[src/hw/rtl/tcpm_pkg.sv]
// Package for the torque/current plausibility monitor.
// Holds widths, the torque-to-current table, register indexes, FSM states and
// the controller/datapath command and status structs. No dependencies.
`default_nettype none

package tcpm_pkg;

    // Number of table points in use (2 .. 16)
    localparam int TABLE_POINTS = 16;

    localparam int TQ_W      = 8;    // torque percent
    localparam int MA_W      = 16;   // measured current, thresholds
    localparam int EXP_W     = 15;   // expected current
    localparam int CNT_W     = 8;    // debounce counters and tick registers
    localparam int REL_W     = 7;    // relative threshold percent
    localparam int DELTA_W   = 11;   // largest current step between table points
    localparam int SPAN_W    = 3;    // largest torque step between table points
    localparam int PROD_W    = DELTA_W + SPAN_W;
    localparam int DIVCNT_W  = $clog2(PROD_W + 1);
    localparam int RELP_W    = EXP_W + REL_W;
    localparam int D100_W    = MA_W + REL_W;
    localparam int CFG_IDX_W  = 3;
    localparam int CFG_DATA_W = 16;
    localparam int S_DATA_W  = 32;
    localparam int M_DATA_W  = 24;

    localparam logic [EXP_W-1:0] FULL_SCALE_MA = EXP_W'(25000);
    localparam logic [EXP_W-1:0] NEAR_ZERO_MA  = EXP_W'(100);
    localparam logic [TQ_W-1:0]  TQ_FULL       = TQ_W'(100);
    localparam logic [REL_W-1:0] PCT_SCALE     = REL_W'(100);

    localparam logic [TQ_W-1:0] TQ_AXIS [16] = '{
        8'd0,  8'd7,  8'd13, 8'd20, 8'd27, 8'd33, 8'd40, 8'd47,
        8'd53, 8'd60, 8'd67, 8'd73, 8'd80, 8'd87, 8'd93, 8'd100
    };
    localparam logic [EXP_W-1:0] MA_AXIS [16] = '{
        15'd0,     15'd1750,  15'd3250,  15'd5000,
        15'd6750,  15'd8250,  15'd10000, 15'd11750,
        15'd13250, 15'd15000, 15'd16750, 15'd18250,
        15'd20000, 15'd21750, 15'd23250, 15'd25000
    };

    // Register reset values
    localparam logic [MA_W-1:0]  RST_ABS_THR      = MA_W'(1000);
    localparam logic [REL_W-1:0] RST_REL_THR      = REL_W'(20);
    localparam logic [CNT_W-1:0] RST_MM_DEB       = CNT_W'(5);
    localparam logic [MA_W-1:0]  RST_CUTOFF_MA    = MA_W'(1000);
    localparam logic [CNT_W-1:0] RST_CUTOFF_TICKS = CNT_W'(10);
    localparam logic [MA_W-1:0]  RST_CREEP_MA     = MA_W'(500);
    localparam logic [CNT_W-1:0] RST_CREEP_DEB    = CNT_W'(5);
    localparam logic [MA_W-1:0]  RST_GRACE        = MA_W'(500);

    typedef enum logic [CFG_IDX_W-1:0] {
        REG_ABS_THR,
        REG_REL_THR,
        REG_MM_DEB,
        REG_CUTOFF_MA,
        REG_CUTOFF_TICKS,
        REG_CREEP_MA,
        REG_CREEP_DEB,
        REG_GRACE
    } tcpm_reg_idx_t;

    typedef enum logic [2:0] {
        ST_IDLE,
        ST_MUL,
        ST_DIV_START,
        ST_DIV,
        ST_EXP,
        ST_CMP,
        ST_UPD
    } tcpm_state_t;

    typedef struct packed {
        logic load;
        logic mul;
        logic div_start;
        logic exp_calc;
        logic cmp;
        logic update;
    } tcpm_cmd_t;

    typedef struct packed {
        logic div_done;
        logic out_free;
        logic plaus;
        logic creep;
        logic lamp;
    } tcpm_status_t;

    function automatic logic [CNT_W-1:0] sat_inc(input logic [CNT_W-1:0] c);
        return (c == '1) ? c : c + CNT_W'(1);
    endfunction

    function automatic logic [CNT_W-1:0] at_least_one(input logic [CNT_W-1:0] v);
        return (v == '0) ? CNT_W'(1) : v;
    endfunction

endpackage

`default_nettype wire

[src/hw/rtl/tcpm_div.sv]
// Restoring divider for the interpolation quotient, one quotient bit a cycle.
// Depends on tcpm_pkg for widths.
`default_nettype none

module tcpm_div
    import tcpm_pkg::*;
(
    input  wire logic              aclk,
    input  wire logic              aresetn,
    input  wire logic              start,
    input  wire logic [PROD_W-1:0] dividend,
    input  wire logic [SPAN_W-1:0] divisor,
    output logic      [PROD_W-1:0] quotient,
    output logic                   done
);

    logic [PROD_W-1:0]   quot_reg, quot_next;
    logic [SPAN_W-1:0]   rem_reg, rem_next;
    logic [SPAN_W-1:0]   dvs_reg;
    logic [DIVCNT_W-1:0] cnt_reg, cnt_next;
    logic [SPAN_W:0]     trial;

    always_comb begin
        quot_next = quot_reg;
        rem_next  = rem_reg;
        cnt_next  = cnt_reg;
        trial     = {rem_reg, quot_reg[PROD_W-1]};
        if (start) begin
            quot_next = dividend;
            rem_next  = '0;
            cnt_next  = DIVCNT_W'(PROD_W);
        end else if (cnt_reg != '0) begin
            // shift in the next dividend bit, subtract where it fits
            if (trial >= {1'b0, dvs_reg}) begin
                rem_next  = SPAN_W'(trial - {1'b0, dvs_reg});
                quot_next = {quot_reg[PROD_W-2:0], 1'b1};
            end else begin
                rem_next  = trial[SPAN_W-1:0];
                quot_next = {quot_reg[PROD_W-2:0], 1'b0};
            end
            cnt_next = cnt_reg - DIVCNT_W'(1);
        end
    end

    always_ff @(posedge aclk) begin
        if (!aresetn) begin
            cnt_reg <= '0;
        end else begin
            cnt_reg <= cnt_next;
        end
    end

    always_ff @(posedge aclk) begin
        quot_reg <= quot_next;
        rem_reg  <= rem_next;
        if (start) begin
            dvs_reg <= divisor;
        end
    end

    assign quotient = quot_reg;
    assign done     = (cnt_reg == '0);

endmodule

`default_nettype wire

[src/hw/rtl/tcpm_ctrl.sv]
// Controller state machine for the plausibility monitor: sequences load,
// multiply, divide, compare and update. Depends on tcpm_pkg.
`default_nettype none

module tcpm_ctrl
    import tcpm_pkg::*;
(
    input  wire logic         aclk,
    input  wire logic         aresetn,
    input  wire logic         in_valid,
    output logic              in_ready,
    input  wire tcpm_status_t status,
    output tcpm_cmd_t         cmd
);

    tcpm_state_t state_reg, state_next;

    always_ff @(posedge aclk) begin
        if (!aresetn) begin
            state_reg <= ST_IDLE;
        end else begin
            state_reg <= state_next;
        end
    end

    always_comb begin
        state_next = state_reg;
        cmd        = '0;
        in_ready   = 1'b0;
        case (state_reg)
            ST_IDLE: begin
                in_ready = 1'b1;
                if (in_valid) begin
                    cmd.load   = 1'b1;
                    state_next = ST_MUL;
                end
            end
            ST_MUL: begin
                cmd.mul    = 1'b1;
                state_next = ST_DIV_START;
            end
            ST_DIV_START: begin
                cmd.div_start = 1'b1;
                state_next    = ST_DIV;
            end
            ST_DIV: begin
                if (status.div_done) begin
                    state_next = ST_EXP;
                end
            end
            ST_EXP: begin
                cmd.exp_calc = 1'b1;
                state_next   = ST_CMP;
            end
            ST_CMP: begin
                cmd.cmp    = 1'b1;
                state_next = ST_UPD;
            end
            ST_UPD: begin
                // hold until the output slot is free
                if (status.out_free) begin
                    cmd.update = 1'b1;
                    state_next = ST_IDLE;
                end
            end
            default: begin
                state_next = ST_IDLE;
            end
        endcase
    end

endmodule

`default_nettype wire

[src/hw/rtl/tcpm_dpath.sv]
// Datapath of the plausibility monitor: configuration registers, table lookup,
// interpolation, threshold compare, debounce counters and output register.
// Depends on tcpm_pkg and tcpm_div.
`default_nettype none

module tcpm_dpath
    import tcpm_pkg::*;
(
    input  wire logic                  aclk,
    input  wire logic                  aresetn,
    input  wire tcpm_cmd_t             cmd,
    output tcpm_status_t               status,
    input  wire logic                  in_torque_valid,
    input  wire logic [TQ_W-1:0]       in_torque,
    input  wire logic                  in_current_valid,
    input  wire logic [MA_W-1:0]       in_current_ma,
    input  wire logic                  in_brake_fault,
    input  wire logic                  cfg_wr_en,
    input  wire logic [CFG_IDX_W-1:0]  cfg_wr_index,
    input  wire logic [CFG_DATA_W-1:0] cfg_wr_data,
    input  wire logic                  out_ready,
    output logic                       out_valid,
    output logic                       out_plaus_fault,
    output logic                       out_creep_fault,
    output logic                       out_fault_lamp,
    output logic      [EXP_W-1:0]      out_exp_current,
    output logic                       out_mismatch
);

    // configuration
    logic [MA_W-1:0]  abs_thr_reg;
    logic [REL_W-1:0] rel_thr_reg;
    logic [CNT_W-1:0] mm_deb_reg;
    logic [MA_W-1:0]  cutoff_ma_reg;
    logic [CNT_W-1:0] cutoff_ticks_reg;
    logic [MA_W-1:0]  creep_ma_reg;
    logic [CNT_W-1:0] creep_deb_reg;

    // item and intermediate values
    logic              tv_reg, cv_reg, bf_reg;
    logic [TQ_W-1:0]   tq_reg;
    logic [MA_W-1:0]   cur_reg;
    logic [EXP_W-1:0]  base_reg;
    logic              interp_reg;
    logic [DELTA_W-1:0] delta_reg;
    logic [SPAN_W-1:0] span_reg, off_reg;
    logic [PROD_W-1:0] prod_reg;
    logic [EXP_W-1:0]  expct_reg;
    logic [MA_W-1:0]   diff_reg;
    logic [RELP_W-1:0] relprod_reg;
    logic [D100_W-1:0] diff100_reg;
    logic              small_reg, over_abs_reg;

    // monitor state
    logic [CNT_W-1:0] mm_cnt_reg, mm_cnt_next;
    logic [CNT_W-1:0] cut_cnt_reg, cut_cnt_next;
    logic [CNT_W-1:0] creep_cnt_reg, creep_cnt_next;
    logic [MA_W-1:0]  grace_reg, grace_next;
    logic             plaus_reg, plaus_next;
    logic             creep_reg, creep_next;
    logic             lamp_reg, lamp_next;
    logic             upd_mm;

    // output slot
    logic             m_valid_reg;
    logic             o_plaus_reg, o_creep_reg, o_lamp_reg, o_mm_reg;
    logic [EXP_W-1:0] o_expct_reg;

    // table lookup
    logic [EXP_W-1:0]   seg_base;
    logic               seg_interp;
    logic [DELTA_W-1:0] seg_delta;
    logic [SPAN_W-1:0]  seg_span, seg_off;

    logic [PROD_W-1:0] quotient;
    logic              div_done;
    logic [EXP_W-1:0]  exp_sum;
    logic [MA_W-1:0]   exp_ext;

    always_comb begin
        logic found;
        found      = 1'b0;
        seg_base   = FULL_SCALE_MA;
        seg_interp = 1'b0;
        seg_delta  = '0;
        seg_span   = SPAN_W'(1);
        seg_off    = '0;
        if (in_torque == '0) begin
            seg_base = '0;
        end else if (in_torque < TQ_FULL) begin
            for (int k = 1; k < TABLE_POINTS; k++) begin
                if (!found && in_torque <= TQ_AXIS[k]) begin
                    found    = 1'b1;
                    seg_base = MA_AXIS[k-1];
                    // a flat or falling segment yields its lower point
                    seg_interp = (TQ_AXIS[k] > TQ_AXIS[k-1])
                              && (MA_AXIS[k] >= MA_AXIS[k-1]);
                    seg_delta  = DELTA_W'(MA_AXIS[k] - MA_AXIS[k-1]);
                    seg_span   = SPAN_W'(TQ_AXIS[k] - TQ_AXIS[k-1]);
                    seg_off    = SPAN_W'(in_torque - TQ_AXIS[k-1]);
                end
            end
        end
    end

    tcpm_div u_div (
        .aclk     (aclk),
        .aresetn  (aresetn),
        .start    (cmd.div_start),
        .dividend (prod_reg),
        .divisor  (span_reg),
        .quotient (quotient),
        .done     (div_done)
    );

    assign exp_sum = interp_reg ? base_reg + EXP_W'(quotient) : base_reg;
    assign exp_ext = MA_W'(exp_sum);

    always_ff @(posedge aclk) begin
        if (cmd.load) begin
            tv_reg     <= in_torque_valid;
            tq_reg     <= in_torque;
            cv_reg     <= in_current_valid;
            cur_reg    <= in_current_ma;
            bf_reg     <= in_brake_fault;
            base_reg   <= seg_base;
            interp_reg <= seg_interp;
            delta_reg  <= seg_delta;
            span_reg   <= seg_span;
            off_reg    <= seg_off;
        end
        if (cmd.mul) begin
            prod_reg <= PROD_W'(delta_reg) * PROD_W'(off_reg);
        end
        if (cmd.exp_calc) begin
            expct_reg <= exp_sum;
            diff_reg  <= (cur_reg >= exp_ext) ? cur_reg - exp_ext : exp_ext - cur_reg;
        end
        if (cmd.cmp) begin
            // diff > floor(e*r/100) holds exactly when 100*diff > e*r
            relprod_reg  <= RELP_W'(expct_reg) * RELP_W'(rel_thr_reg);
            diff100_reg  <= D100_W'(diff_reg) * D100_W'(PCT_SCALE);
            small_reg    <= (expct_reg < NEAR_ZERO_MA);
            over_abs_reg <= (diff_reg > abs_thr_reg);
        end
    end

    always_ff @(posedge aclk) begin
        if (!aresetn) begin
            abs_thr_reg      <= RST_ABS_THR;
            rel_thr_reg      <= RST_REL_THR;
            mm_deb_reg       <= RST_MM_DEB;
            cutoff_ma_reg    <= RST_CUTOFF_MA;
            cutoff_ticks_reg <= RST_CUTOFF_TICKS;
            creep_ma_reg     <= RST_CREEP_MA;
            creep_deb_reg    <= RST_CREEP_DEB;
        end else if (cfg_wr_en) begin
            case (tcpm_reg_idx_t'(cfg_wr_index))
                REG_ABS_THR:      abs_thr_reg      <= cfg_wr_data;
                REG_REL_THR:      rel_thr_reg      <= cfg_wr_data[REL_W-1:0];
                REG_MM_DEB:       mm_deb_reg       <= cfg_wr_data[CNT_W-1:0];
                REG_CUTOFF_MA:    cutoff_ma_reg    <= cfg_wr_data;
                REG_CUTOFF_TICKS: cutoff_ticks_reg <= cfg_wr_data[CNT_W-1:0];
                REG_CREEP_MA:     creep_ma_reg     <= cfg_wr_data;
                REG_CREEP_DEB:    creep_deb_reg    <= cfg_wr_data[CNT_W-1:0];
                default: ;
            endcase
        end
    end

    always_comb begin
        mm_cnt_next    = mm_cnt_reg;
        cut_cnt_next   = cut_cnt_reg;
        creep_cnt_next = creep_cnt_reg;
        grace_next     = grace_reg;
        plaus_next     = plaus_reg;
        creep_next     = creep_reg;
        lamp_next      = lamp_reg;
        upd_mm         = 1'b0;
        if (cmd.update) begin
            if (grace_reg != '0) begin
                grace_next = grace_reg - MA_W'(1);
            end else begin
                if (!plaus_reg) begin
                    if (tv_reg && cv_reg) begin
                        upd_mm = over_abs_reg
                              && (small_reg || diff100_reg > D100_W'(relprod_reg));
                        if (upd_mm) begin
                            mm_cnt_next = sat_inc(mm_cnt_reg);
                            if (mm_cnt_next >= at_least_one(mm_deb_reg)) begin
                                plaus_next = 1'b1;
                            end
                        end else begin
                            mm_cnt_next = '0;
                        end
                    end
                    if (cv_reg && bf_reg && cur_reg > cutoff_ma_reg) begin
                        cut_cnt_next = sat_inc(cut_cnt_reg);
                        if (cut_cnt_next >= at_least_one(cutoff_ticks_reg)) begin
                            plaus_next = 1'b1;
                        end
                    end else begin
                        cut_cnt_next = '0;
                    end
                end
                if (!creep_reg && tv_reg && cv_reg) begin
                    if (tq_reg == '0 && cur_reg > creep_ma_reg) begin
                        creep_cnt_next = sat_inc(creep_cnt_reg);
                        if (creep_cnt_next >= at_least_one(creep_deb_reg)) begin
                            creep_next = 1'b1;
                        end
                    end else begin
                        creep_cnt_next = '0;
                    end
                end
                if (plaus_next || creep_next) begin
                    lamp_next = 1'b1;
                end
            end
        end else if (cfg_wr_en && tcpm_reg_idx_t'(cfg_wr_index) == REG_GRACE) begin
            // a write to REG_GRACE reloads the grace count, unless an update takes this cycle
            grace_next = cfg_wr_data;
        end
    end

    always_ff @(posedge aclk) begin
        if (!aresetn) begin
            mm_cnt_reg    <= '0;
            cut_cnt_reg   <= '0;
            creep_cnt_reg <= '0;
            grace_reg     <= RST_GRACE;
            plaus_reg     <= 1'b0;
            creep_reg     <= 1'b0;
            lamp_reg      <= 1'b0;
            m_valid_reg   <= 1'b0;
        end else begin
            mm_cnt_reg    <= mm_cnt_next;
            cut_cnt_reg   <= cut_cnt_next;
            creep_cnt_reg <= creep_cnt_next;
            grace_reg     <= grace_next;
            plaus_reg     <= plaus_next;
            creep_reg     <= creep_next;
            lamp_reg      <= lamp_next;
            if (cmd.update) begin
                m_valid_reg <= 1'b1;
            end else if (out_ready) begin
                m_valid_reg <= 1'b0;
            end
        end
    end

    always_ff @(posedge aclk) begin
        if (cmd.update) begin
            o_plaus_reg <= plaus_next;
            o_creep_reg <= creep_next;
            o_lamp_reg  <= lamp_next;
            o_expct_reg <= expct_reg;
            o_mm_reg    <= upd_mm;
        end
    end

    assign status.div_done = div_done;
    assign status.out_free = !m_valid_reg || out_ready;
    assign status.plaus    = plaus_reg;
    assign status.creep    = creep_reg;
    assign status.lamp     = lamp_reg;

    assign out_valid       = m_valid_reg;
    assign out_plaus_fault = o_plaus_reg;
    assign out_creep_fault = o_creep_reg;
    assign out_fault_lamp  = o_lamp_reg;
    assign out_exp_current = o_expct_reg;
    assign out_mismatch    = o_mm_reg;

endmodule

`default_nettype wire

[src/hw/rtl/torque_current_plausibility_monitor.sv]
// Torque versus current plausibility monitor, top level.
// Items are taken one at a time: a new input is accepted only after the
// last one has passed the 14-step divider loop of the interpolation and
// been written into the output register, where results wait.
// Reset (aresetn, synchronous, active low) loads register defaults, clears all
// counters and latched faults and reloads the grace count.
`default_nettype none

module torque_current_plausibility_monitor
    import tcpm_pkg::*;
(
    input  wire logic                  aclk,
    input  wire logic                  aresetn,
    // input item
    input  wire logic                  s_tvalid,
    output logic                       s_tready,
    // [0] torque_valid, [8:1] torque, [9] current_valid,
    // [25:10] current_ma, [26] brake_fault, [31:27] zero
    input  wire logic [S_DATA_W-1:0]   s_tdata,
    // result item
    output logic                       m_tvalid,
    input  wire logic                  m_tready,
    // [0] plaus_fault, [1] creep_fault, [2] fault_lamp,
    // [17:3] exp_current, [18] mismatch, [23:19] zero
    output logic      [M_DATA_W-1:0]   m_tdata,
    // configuration writes
    input  wire logic                  cfg_wr_en,
    input  wire logic [CFG_IDX_W-1:0]  cfg_wr_index,
    input  wire logic [CFG_DATA_W-1:0] cfg_wr_data
);

    tcpm_cmd_t    cmd;
    tcpm_status_t dp_status;

    logic             o_plaus, o_creep, o_lamp, o_mm;
    logic [EXP_W-1:0] o_expct;

    // Sequence each transfer: load, multiply, divide, compare, update
    tcpm_ctrl u_ctrl (
        .aclk     (aclk),
        .aresetn  (aresetn),
        .in_valid (s_tvalid),
        .in_ready (s_tready),
        .status   (dp_status),
        .cmd      (cmd)
    );

    // Unpack the input fields straight into the datapath
    tcpm_dpath u_dpath (
        .aclk             (aclk),
        .aresetn          (aresetn),
        .cmd              (cmd),
        .status           (dp_status),
        .in_torque_valid  (s_tdata[0]),
        .in_torque        (s_tdata[8:1]),
        .in_current_valid (s_tdata[9]),
        .in_current_ma    (s_tdata[25:10]),
        .in_brake_fault   (s_tdata[26]),
        .cfg_wr_en        (cfg_wr_en),
        .cfg_wr_index     (cfg_wr_index),
        .cfg_wr_data      (cfg_wr_data),
        .out_ready        (m_tready),
        .out_valid        (m_tvalid),
        .out_plaus_fault  (o_plaus),
        .out_creep_fault  (o_creep),
        .out_fault_lamp   (o_lamp),
        .out_exp_current  (o_expct),
        .out_mismatch     (o_mm)
    );

    // Pack the result fields, lowest field first, pad to whole bytes
    assign m_tdata = {5'b0, o_mm, o_expct, o_lamp, o_creep, o_plaus};

`ifndef SYNTH
    // The lamp is on whenever either fault is latched
    a_lamp_follows_faults: assert property (
        @(posedge aclk) disable iff (!aresetn)
        (dp_status.plaus || dp_status.creep) |-> dp_status.lamp
    ) else $error("fault latched without lamp");

    // A latched plausibility fault only clears on reset
    a_plaus_sticky: assert property (
        @(posedge aclk) disable iff (!aresetn)
        dp_status.plaus |=> dp_status.plaus
    ) else $error("plausibility fault dropped");

    // A latched creep fault only clears on reset
    a_creep_sticky: assert property (
        @(posedge aclk) disable iff (!aresetn)
        dp_status.creep |=> dp_status.creep
    ) else $error("creep fault dropped");

    // One item at a time: no new transfer in the cycle after one is taken
    a_one_in_flight: assert property (
        @(posedge aclk) disable iff (!aresetn)
        (s_tvalid && s_tready) |=> !s_tready
    ) else $error("input taken while busy");
`endif

endmodule

`default_nettype wire

[config.mk]
export PLATFORM = sky130hd
export DESIGN_NAME = torque_current_plausibility_monitor
export DESIGN_NICKNAME = d
export VERILOG_FILES = /design/src/hw/rtl/tcpm_pkg.sv /design/src/hw/rtl/tcpm_div.sv /design/src/hw/rtl/tcpm_ctrl.sv /design/src/hw/rtl/tcpm_dpath.sv /design/src/hw/rtl/torque_current_plausibility_monitor.sv
export SDC_FILE = /design/constraint.sdc
export NUM_CORES = 1
export LEC_CHECK = 0
export ABC_AREA = 1
export BUFFER_PORTS_ARGS = -buffer_cell sky130_fd_sc_hd__buf_2
export CAP_MARGIN = 20
export CORE_MARGIN = 3
export CORE_UTILIZATION = 64
export CTS_BUF_LIST = sky130_fd_sc_hd__clkbuf_16
export DETAILED_ROUTE_END_ITERATION = 7
export HOLD_SLACK_MARGIN = 0.03
export PLACE_DENSITY = 0.82
export SLEW_MARGIN = 20
export SYNTH_ARGS = -nofsm -noshare
export SYNTH_HDL_FRONTEND = slang
export SYNTH_SLANG_ARGS = --single-unit
[constraint.sdc]
create_clock -name aclk -period 5.08 [get_ports aclk]
set_input_delay 0 -clock aclk [delete_from_list [all_inputs] [get_ports aclk]]
set_output_delay 0 -clock aclk [all_outputs]
set_load 0.01 [all_outputs]
# After elaboration in Yosys (flattened, before gate mapping)
# Index checks and enable logic that the tools add are counted.
# W data, S select, Z words.
# totals
output_inout_bits	26
register_bits	319
word_cells	369
inputBits	56
# classes
n_reduce_logical	71
n_eq_ne	20
n_addsub	23
order_cmp	26
bitwise	5
mul	3
mux	172
# ops
cell	n
$mux W15	17
$mux W11	15
$mux W3	34
$mux W1	88
$mux W8	9
$mux W16	4
$gt A16 B16 Y1	3
$le A8 B7 Y1 const B	6
$le A8 B6 Y1 const B	5
$logic_not A8 Y1	5
$mux W14	2
$add A8 B1 Y8 const B	3
$eq A8 B8 Y1 const B	3
$ge A8 B8 Y1	3
$sub A3 B3 Y3 const B	8
$gt A23 B22 Y1	1
$logic_and A1 B1 Y1	22
$mul A15 B7 Y22	1
$eq A3 B3 Y1 const B	7
$mul A16 B5 Y21 const B	1
$pmux W3 S7	1
$ge A16 B15 Y1	1
$le A8 B5 Y1 const B	2
$logic_not A1 Y1	16
32 further kinds	63

# Longest topological paths before layout
# Gate-level depths: netlist of run 1.
# depth
word_depth	73
depth_mapped	27
mapped_depth_nobuf	25

# Hierarchy
# Synthesis of run 1 repeated with hierarchy kept, for this count alone.
# hier_totals
cells_unflattened	2816
area_unflattened_um2	22846.9
# modules_own_cells
mod	instances	area_each_um2	cells_each	seq_area_each_um2
tcpm_dpath	1	21399.3	2643	7146.9
tcpm_div	1	1127.3	120	650.6
tcpm_ctrl	1	249.0	43	60.1
torque_current_plausibility_monitor	1	71.3	10	0.0

# Worst setup path before layout of run 1
# OpenSTA, ideal clock, no wires.
# synth_timing
path_type	register to register
from	reg u_dpath.rel_thr_reg[4]
to	reg u_dpath.relprod_reg[17] (data pin)
path_stages_with_launch	21
arrival_time_ps	4227
setup_time_ps	259
synth_period_minus_slack_ps	4486
required_time_ps	4821
setup_slack_ps	594
path_buffers	2
cell_sequence	dfxtp_1 clkbuf_1 clkbuf_1 nand2_1 fa_1 fa_1 inv_1 fa_1 inv_1 fa_1 inv_1 ha_1 inv_1 o21ai_0 o21bai_1 a21o_1 nand3_1 nand2_1 nand3_1 nand2_1 xor2_1
# synth_between
elab_chain_cells	1
# synth_lines
item	line	rtl
start, declared	tcpm_dpath.sv:32	logic [REL_W-1:0] rel_thr_reg;
start signal, assigned	tcpm_dpath.sv:160	REG_REL_THR: rel_thr_reg <= cfg_wr_data[REL_W-1:0];
$mul A15 B7 Y22	tcpm_dpath.sv:141	relprod_reg <= RELP_W'(expct_reg) * RELP_W'(rel_thr_reg);
end signal, assigned	tcpm_dpath.sv:141	
end, declared	tcpm_dpath.sv:50	logic [RELP_W-1:0] relprod_reg;
# Every way passes these cells.
# A chain may end at the register's enable or synchronous reset.

# Final worst setup path of run 1
# layout_timing
from	reg u_dpath.rel_thr_reg[1]
to	reg u_dpath.relprod_reg[16] (data pin)
# Same word-level chain as after synthesis.

==> qor.csv, run 1 <==
metric,value,unit
power.density,484,mW/mm²
crit_type,reg2reg,
antenna_found_initial,0,
setup_viol,0,
multi_input_area,0.0125,mm²
syn_inst,2802,
grt_max_degree,74,
internal_power,6.98,mW
dr.pass1.iters,6,
cts.clk_slew.worst_paths,0.06,ns
rsz0062_at_grt,false,
die-area,0.0378,mm²
overflow,0,
ios,82,
synth.avg_cell_area,8.11,µm²
layout_common_cells,"nand2_1 (561), inv_1 (552), ha_1 (252)",
antenna_cells,0,
drive_above_1_share,0.0617,
rows,68,
leakage,12.5,nW
synthArstFlopShare,0,
clockRootBuffer,clkbuf_16,
ir_drop,534,µV
clkPwrFrac,0.212,
crit_arrival,4.97,ns
track_usage,0.315,
largest_reg_flops,22,
post-synth-top-area-cell,edfxtp_1,
synth-seq-area-share,0.344,
status,finished clean,
hold_viol,0,
skew,0.0204,ns
start_util,0.653,
place_hpwl,45000,µm
syn2layout_area_growth,10.7,%
die_x,194,µm
path_max_fanout,16,
cts_tree,built,
hp-class,in2reg,
fill_cells,2585,
grt_pass1_wl,97300,µm
cts_made_buffers,35,
max_slew.worst_pin.slew,1.03,ns
finalCriticalPeriod,4.70,ns
swShare,0.426,
nets,3301,
fin_crit_sh,0.925,
cts-htree-levels,2,
p_comb_frac,0.486,
drtIter0Drc,1707,
wl,59700,µm
synth_cell_types,59,
clock_latency,0.53,ns
clock.fmax,213,MHz
seq_area,0.00783,mm²
final_cell_area,0.0252,mm²
die_h,194,µm
place_area,0.0235,mm²
drc,0,
syn_area,0.0227,mm²
core,0.0348,mm²
first_global_vias,19212,
clock_path_buffers,3,
maxCapViolCount,0,
crit_required,5.35,ns
place.port_buffers,71,
dr_total_vias,19280,
hold-path-cell-count,2,
max_slew_margin,0.311,
wl_per_cell,17.6,µm
ant_nets,0,
power.switching,5.19,mW
viasPerCell,5.69,
synth-main-ff-cell,edfxtp_1,
end_kind,register,
seq_power_share,0.302,
synth_top_cells_by_area,"edfxtp_1 (23%), ha_1 (14%), dfxtp_1 (12%)",
layout_commonest_cell,nand2_1,
ys_ff_latch,305,
yosysTopAreaCellShare,0.227,
ys_warn_count,0,
cts_sinks,305,
fin_hold_ws,0.178,ns
setup_tns,0,ns
slew_viol_final,0,
synth_edf_count,172,
cp-start-kind,register,
gp_routability_congestion,0.959,
ff2ff_path_depth,17,
[critical path: stages (launching register included)]
cell and delay, ns:
dfxtp_1 0.74, nand2_1 0.10, inv_1 0.10, fa_1 0.44, fa_1 0.49, fa_1 0.55
inv_1 0.06, fa_1 0.52, inv_1 0.04, ha_1 0.36, a21oi_1 0.16, a21boi_0 0.19
nand2_1 0.13, a21oi_1 0.15, o21bai_1 0.10, nand2_1 0.09, o21bai_1 0.07, xor2_1 0.14
[layer usage]
| layer | vias up | global-route usage | part of all wire |
|---|---|---|---|
| li1 | 9378 | - | - |
| met1 | 8991 | 0.415 | 0.42 |
| met2 | 759 | 0.535 | 0.48 |
| met3 | 152 | 0.0416 | 0.067 |
| met4 | 0 | 0.117 | 0.039 |
| met5 | - | 0 | 0 |
[power groups by stage]
| stage | combinational, mW | sequential (mW) | clock, mW |
|---|---|---|---|
| floorplan | 4.36 | 3.55 | 0 |
| global placement | 5.57 | 3.70 | 0 |
| detailed placement | 5.74 | 3.72 | 0 |
| CTS | 5.85 | 3.67 | 2.60 |
| global route | 6.70 | 3.71 | 2.70 |
| finish | 5.91 | 3.68 | 2.57 |
[metrics by stage]
| step | power (mW) | setup slack [ns] | cells | utilization |
|---|---|---|---|---|
| final | 12.2 | 0.383 | 3390 | 0.723 |
| after global routing | 13.1 | 0.115 | 3390 | 0.723 |
| after CTS | 12.1 | 0.267 | 3390 | 0.723 |
| after detailed placement | 9.46 | 0.296 | 3274 | 0.674 |
| after global placement | 9.27 | 0.414 | 3274 | 0.674 |
| after floorplan | 7.91 | 0.594 | 2806 | - |
[cells in the mapped netlist (all sizes together) (2+ instances only)]
cell,n
nand3b,4
o211ai,38
clkbuf,52
a21oi,237
o41ai,3
o21bai,13
edfxtp,172
fa,85
a41oi,2
nand3,76
o2111ai,10
nor3,31
dfxtp,133
o21a,2
nor2,185
xnor2,16
a211oi,16
nand4,27
o221ai,4
a21o,11
xor2,69
nand2,565
o21ai,178
mux2,2
o31ai,9
or2,4
a21boi,3
a31oi,8
inv,546
buf,23
a41o,3
nor3b,3
nor4,13
ha,252
[logic make-up after synthesis]
family | synth area share
compound gates | 0.137
xor+xnor | 0.0328
fa+ha+maj | 0.214
buf+inv | 0.106
flops | 0.344
mux | 0.000991
other cells | 0.000165
simple gates | 0.165
[final timing paths]
path                                                          start                            endpoint  slack, ns
worst max-delay path            u_dpath.rel_thr_reg[1]$_SDFFE_PN0P_   u_dpath.relprod_reg[16]$_DFFE_PN_       0.38
worst min-delay path                                    s_tdata[20]       u_dpath.cur_reg[10]$_DFFE_PP_       0.18
worst max register to register  u_dpath.rel_thr_reg[1]$_SDFFE_PN0P_   u_dpath.relprod_reg[16]$_DFFE_PN_       0.38
worst min register to register    u_dpath.span_reg[0]$_SDFFCE_PP1P_  u_dpath.u_div.dvs_reg[0]$_DFFE_PP_       0.43
[layout make-up]
| class | count | share of cell area |
|---|---|---|
| Clock buffer | 36 | 0.0358 |
| Sequential cell | 305 | 0.311 |
| Multi-Input combinational cell | 1879 | 0.498 |
| Inverter | 547 | 0.0816 |
| Clock inverter | 28 | 0.0106 |
| Tap cell | 455 | 0.0226 |
| Timing Repair Buffer | 140 | 0.0399 |
[repair_timing]
action	in CTS	in global routing
buffers inserted	0	0
gates resized for setup	0	2
endpoints found under the hold margin	125	0
setup endpoints to repair	0	1
hold buffers	52	0
(Power assumes the default switching activity.)
==> inputs of run 2 (changes only) <==
--- a/config.mk
+++ b/config.mk
@@ -10,7 +10,7 @@
 export CAP_MARGIN = 20
 export CORE_MARGIN = 3
 export CORE_UTILIZATION = 64
-export CTS_BUF_LIST = sky130_fd_sc_hd__clkbuf_16
+export CTS_BUF_LIST = sky130_fd_sc_hd__clkbuf_4 sky130_fd_sc_hd__clkbuf_8 sky130_fd_sc_hd__clkbuf_16
 export DETAILED_ROUTE_END_ITERATION = 7
 export HOLD_SLACK_MARGIN = 0.03
 export PLACE_DENSITY = 0.82
==> run 2 against run 1 <==
Setup slack better by 0.011 ns. Cell count unchanged. Non-clock buffer count unchanged. Wire length about the same. Die area unchanged. Global-route usage about the same. Maximum frequency up 0.23%. Critical path type unchanged. Flip-flop and latch count unchanged. Worst hold slack worse by 0.0051 ns.
==> qor.csv, run 2 (synthesis gave the netlist of run 1 again) <==
metric,value,unit,change
leakage,12.5,nW,about the same
maxCapViolCount,0,,unchanged
rsz0062_at_grt,false,,
dr.max_layer_used,met4,,
clock.fmax,213,MHz,+0.23%
largest_reg_flops,22,,unchanged
cp-start-kind,register,,
setup_tns,0,ns,unchanged
clockRootBuffer,clkbuf_16,,
rows,68,,unchanged
ant_nets,0,,unchanged
crit_arrival,4.96,ns,about the same
power.density,487,mW/mm²,+0.63%
drive_above_1_share,0.0654,,+0.00375
clkPwrFrac,0.218,,+0.006
syn2layout_area_growth,10.9,%,
place_hpwl,45000,µm,unchanged
layout.cells.non_filler,3390,,unchanged
status,finished clean,,
cts_sinks,305,,unchanged
dr_total_vias,19337,,+0.30%
fill_cells,2582,,-0.12%
power.switching,5.20,mW,+0.18%
grt_max_degree,74,,unchanged
slew_viol_final,0,,unchanged
place.port_buffers,71,,unchanged
skew,0.0174,ns,-0.00298 ns
first_global_vias,19244,,+0.17%
cts_tree,built,,
setup_viol,0,,unchanged
path_cells,nand2_1 -> inv_1 -> fa_1 -> fa_1 -> fa_1 -> inv_1 -> fa_1 -> inv_1 -> ha_1 -> a21oi_1 -> a21boi_0 -> nand2_1 -> a21oi_1 -> o21bai_1 -> nand2_1 -> o21bai_1 -> xor2_1,,
ios,82,,unchanged
seq_power_share,0.300,,-0.002
fin_crit_sh,0.922,,-0.00217
hold-path-cell-count,2,,unchanged
die-area,0.0378,mm²,unchanged
cts.clk_slew.worst_paths,0.06,ns,about the same
gp_routability_congestion,0.959,,unchanged
slowest_stage,dfxtp_1,,
nets,3301,,unchanged
met1Wirelength,24600,µm,-0.87%
layout_common_cells,"nand2_1 (561), inv_1 (542), ha_1 (252)",,
swShare,0.424,,-0.00269
grt_pass1_wl,97200,µm,-0.11%
end_kind,register,,
drtIter0Drc,1639,,-4.0%
max_slew.worst_pin.slew,1.02,ns,-0.00844 ns
cts_made_buffers,35,,unchanged
max_slew_margin,0.317,,+0.00564
path_common_cell,fa_1,,
start_util,0.653,,unchanged
wl,59700,µm,about the same
hold_viol,0,,unchanged
wl_per_cell,17.6,µm,about the same
path_max_fanout,16,,unchanged
cp_top_family,adder cells,,
slowest_delay,0.74,ns,about the same
antenna_found_initial,0,,unchanged
wl_met3,4190,µm,+4.5%
clock_latency,0.53,ns,about the same
ir_drop,538,µV,+0.69%
crit_required,5.35,ns,about the same
core,0.0348,mm²,unchanged
crit_cells,17,,unchanged
viasPerCell,5.70,,+0.30%
hp-class,in2reg,,
drc,0,,unchanged
cts-htree-levels,2,,unchanged
dr.pass1.iters,5,,-1
overflow,0,,unchanged
die_h,194,µm,unchanged
wl_met2,28700,µm,+0.80%
dp_cells,3274,,unchanged
p_comb_frac,0.482,,-0.004
clock_path_buffers,3,,unchanged
die_x,194,µm,unchanged
finalCriticalPeriod,4.69,ns,-0.0110 ns
internal_power,7.07,mW,+1.3%
track_usage,0.315,,about the same
antenna_cells,0,,unchanged
crit_buf_inv,3,,unchanged
layout_commonest_cell,nand2_1,,
crit_type,reg2reg,,
ff2ff_path_depth,17,,unchanged
## run 2: cell types whose count changed in the layout (fill, tap and decap cells not counted), sizes merged
| cell | previous run | this run |
|---|---|---|
| clkbuf | 36 | 47 |
| inv | 558 | 548 |
| clkinv | 11 | 10 |
## run 2: worst paths after layout
path / start / to / slack, ns
max: u_dpath.rel_thr_reg[1]$_SDFFE_PN0P_ / u_dpath.relprod_reg[16]$_DFFE_PN_ / 0.39
min: s_tdata[15] / u_dpath.cur_reg[5]$_DFFE_PP_ / 0.17
max reg2reg: u_dpath.rel_thr_reg[1]$_SDFFE_PN0P_ / u_dpath.relprod_reg[16]$_DFFE_PN_ / 0.39
min reg2reg: u_dpath.span_reg[0]$_SDFFCE_PP1P_ / u_dpath.u_div.dvs_reg[0]$_DFFE_PP_ / 0.44
## run 2: stage by stage
step / setup slack (ns) / area, µm² / power (mW) / util / hold slack, ns
2_1_floorplan: 0.594 / 22700 / 7.91 / - / 0.0989
3_3_place_gp: 0.414 / 23500 / 9.27 / 0.674 / 0.176
3_5_place_dp: 0.296 / 23500 / 9.46 / 0.674 / 0.179
4_1_cts: 0.266 / 25200 / 12.2 / 0.724 / 0.153
5_1_grt: 0.109 / 25200 / 13.2 / 0.724 / 0.173
6_report: 0.394 / 25200 / 12.3 / 0.724 / 0.172
## run 2: layer usage
layer  GRT usage  up-vias
met5           0        -
met4       0.116        0
met3      0.0416      132
met2       0.537      788
met1       0.414     9049
li1            -     9368
## run 2: area by class of cell
| cell class | count | area, µm² | share of cell area |
|---|---|---|---|
| Clock inverter | 17 | 225 | 0.00894 |
| Inverter | 547 | 2050 | 0.0815 |
| Clock buffer | 47 | 990 | 0.0393 |
| Tap cell | 455 | 569 | 0.0226 |
| Timing Repair Buffer | 140 | 1000 | 0.0398 |
| Sequential cell | 305 | 7830 | 0.311 |
| Multi-Input combinational cell | 1879 | 12500 | 0.497 |
## run 2: power by group through the flow
stage          combinational (mW)  clock (mW)  sequential, mW
2_1_floorplan                4.36           0            3.55
5_1_grt                      6.71        2.79            3.71
6_report                     5.91        2.67            3.68
3_5_place_dp                 5.74           0            3.72
3_3_place_gp                 5.57           0            3.70
4_1_cts                      5.85        2.68            3.67
## run 2: timing repair
item	CTS	global route
resized for setup	0	2
buffers inserted	0	0
endpoints found under the hold margin	125	0
endpoints found under the setup margin	0	2
hold buffers	52	0
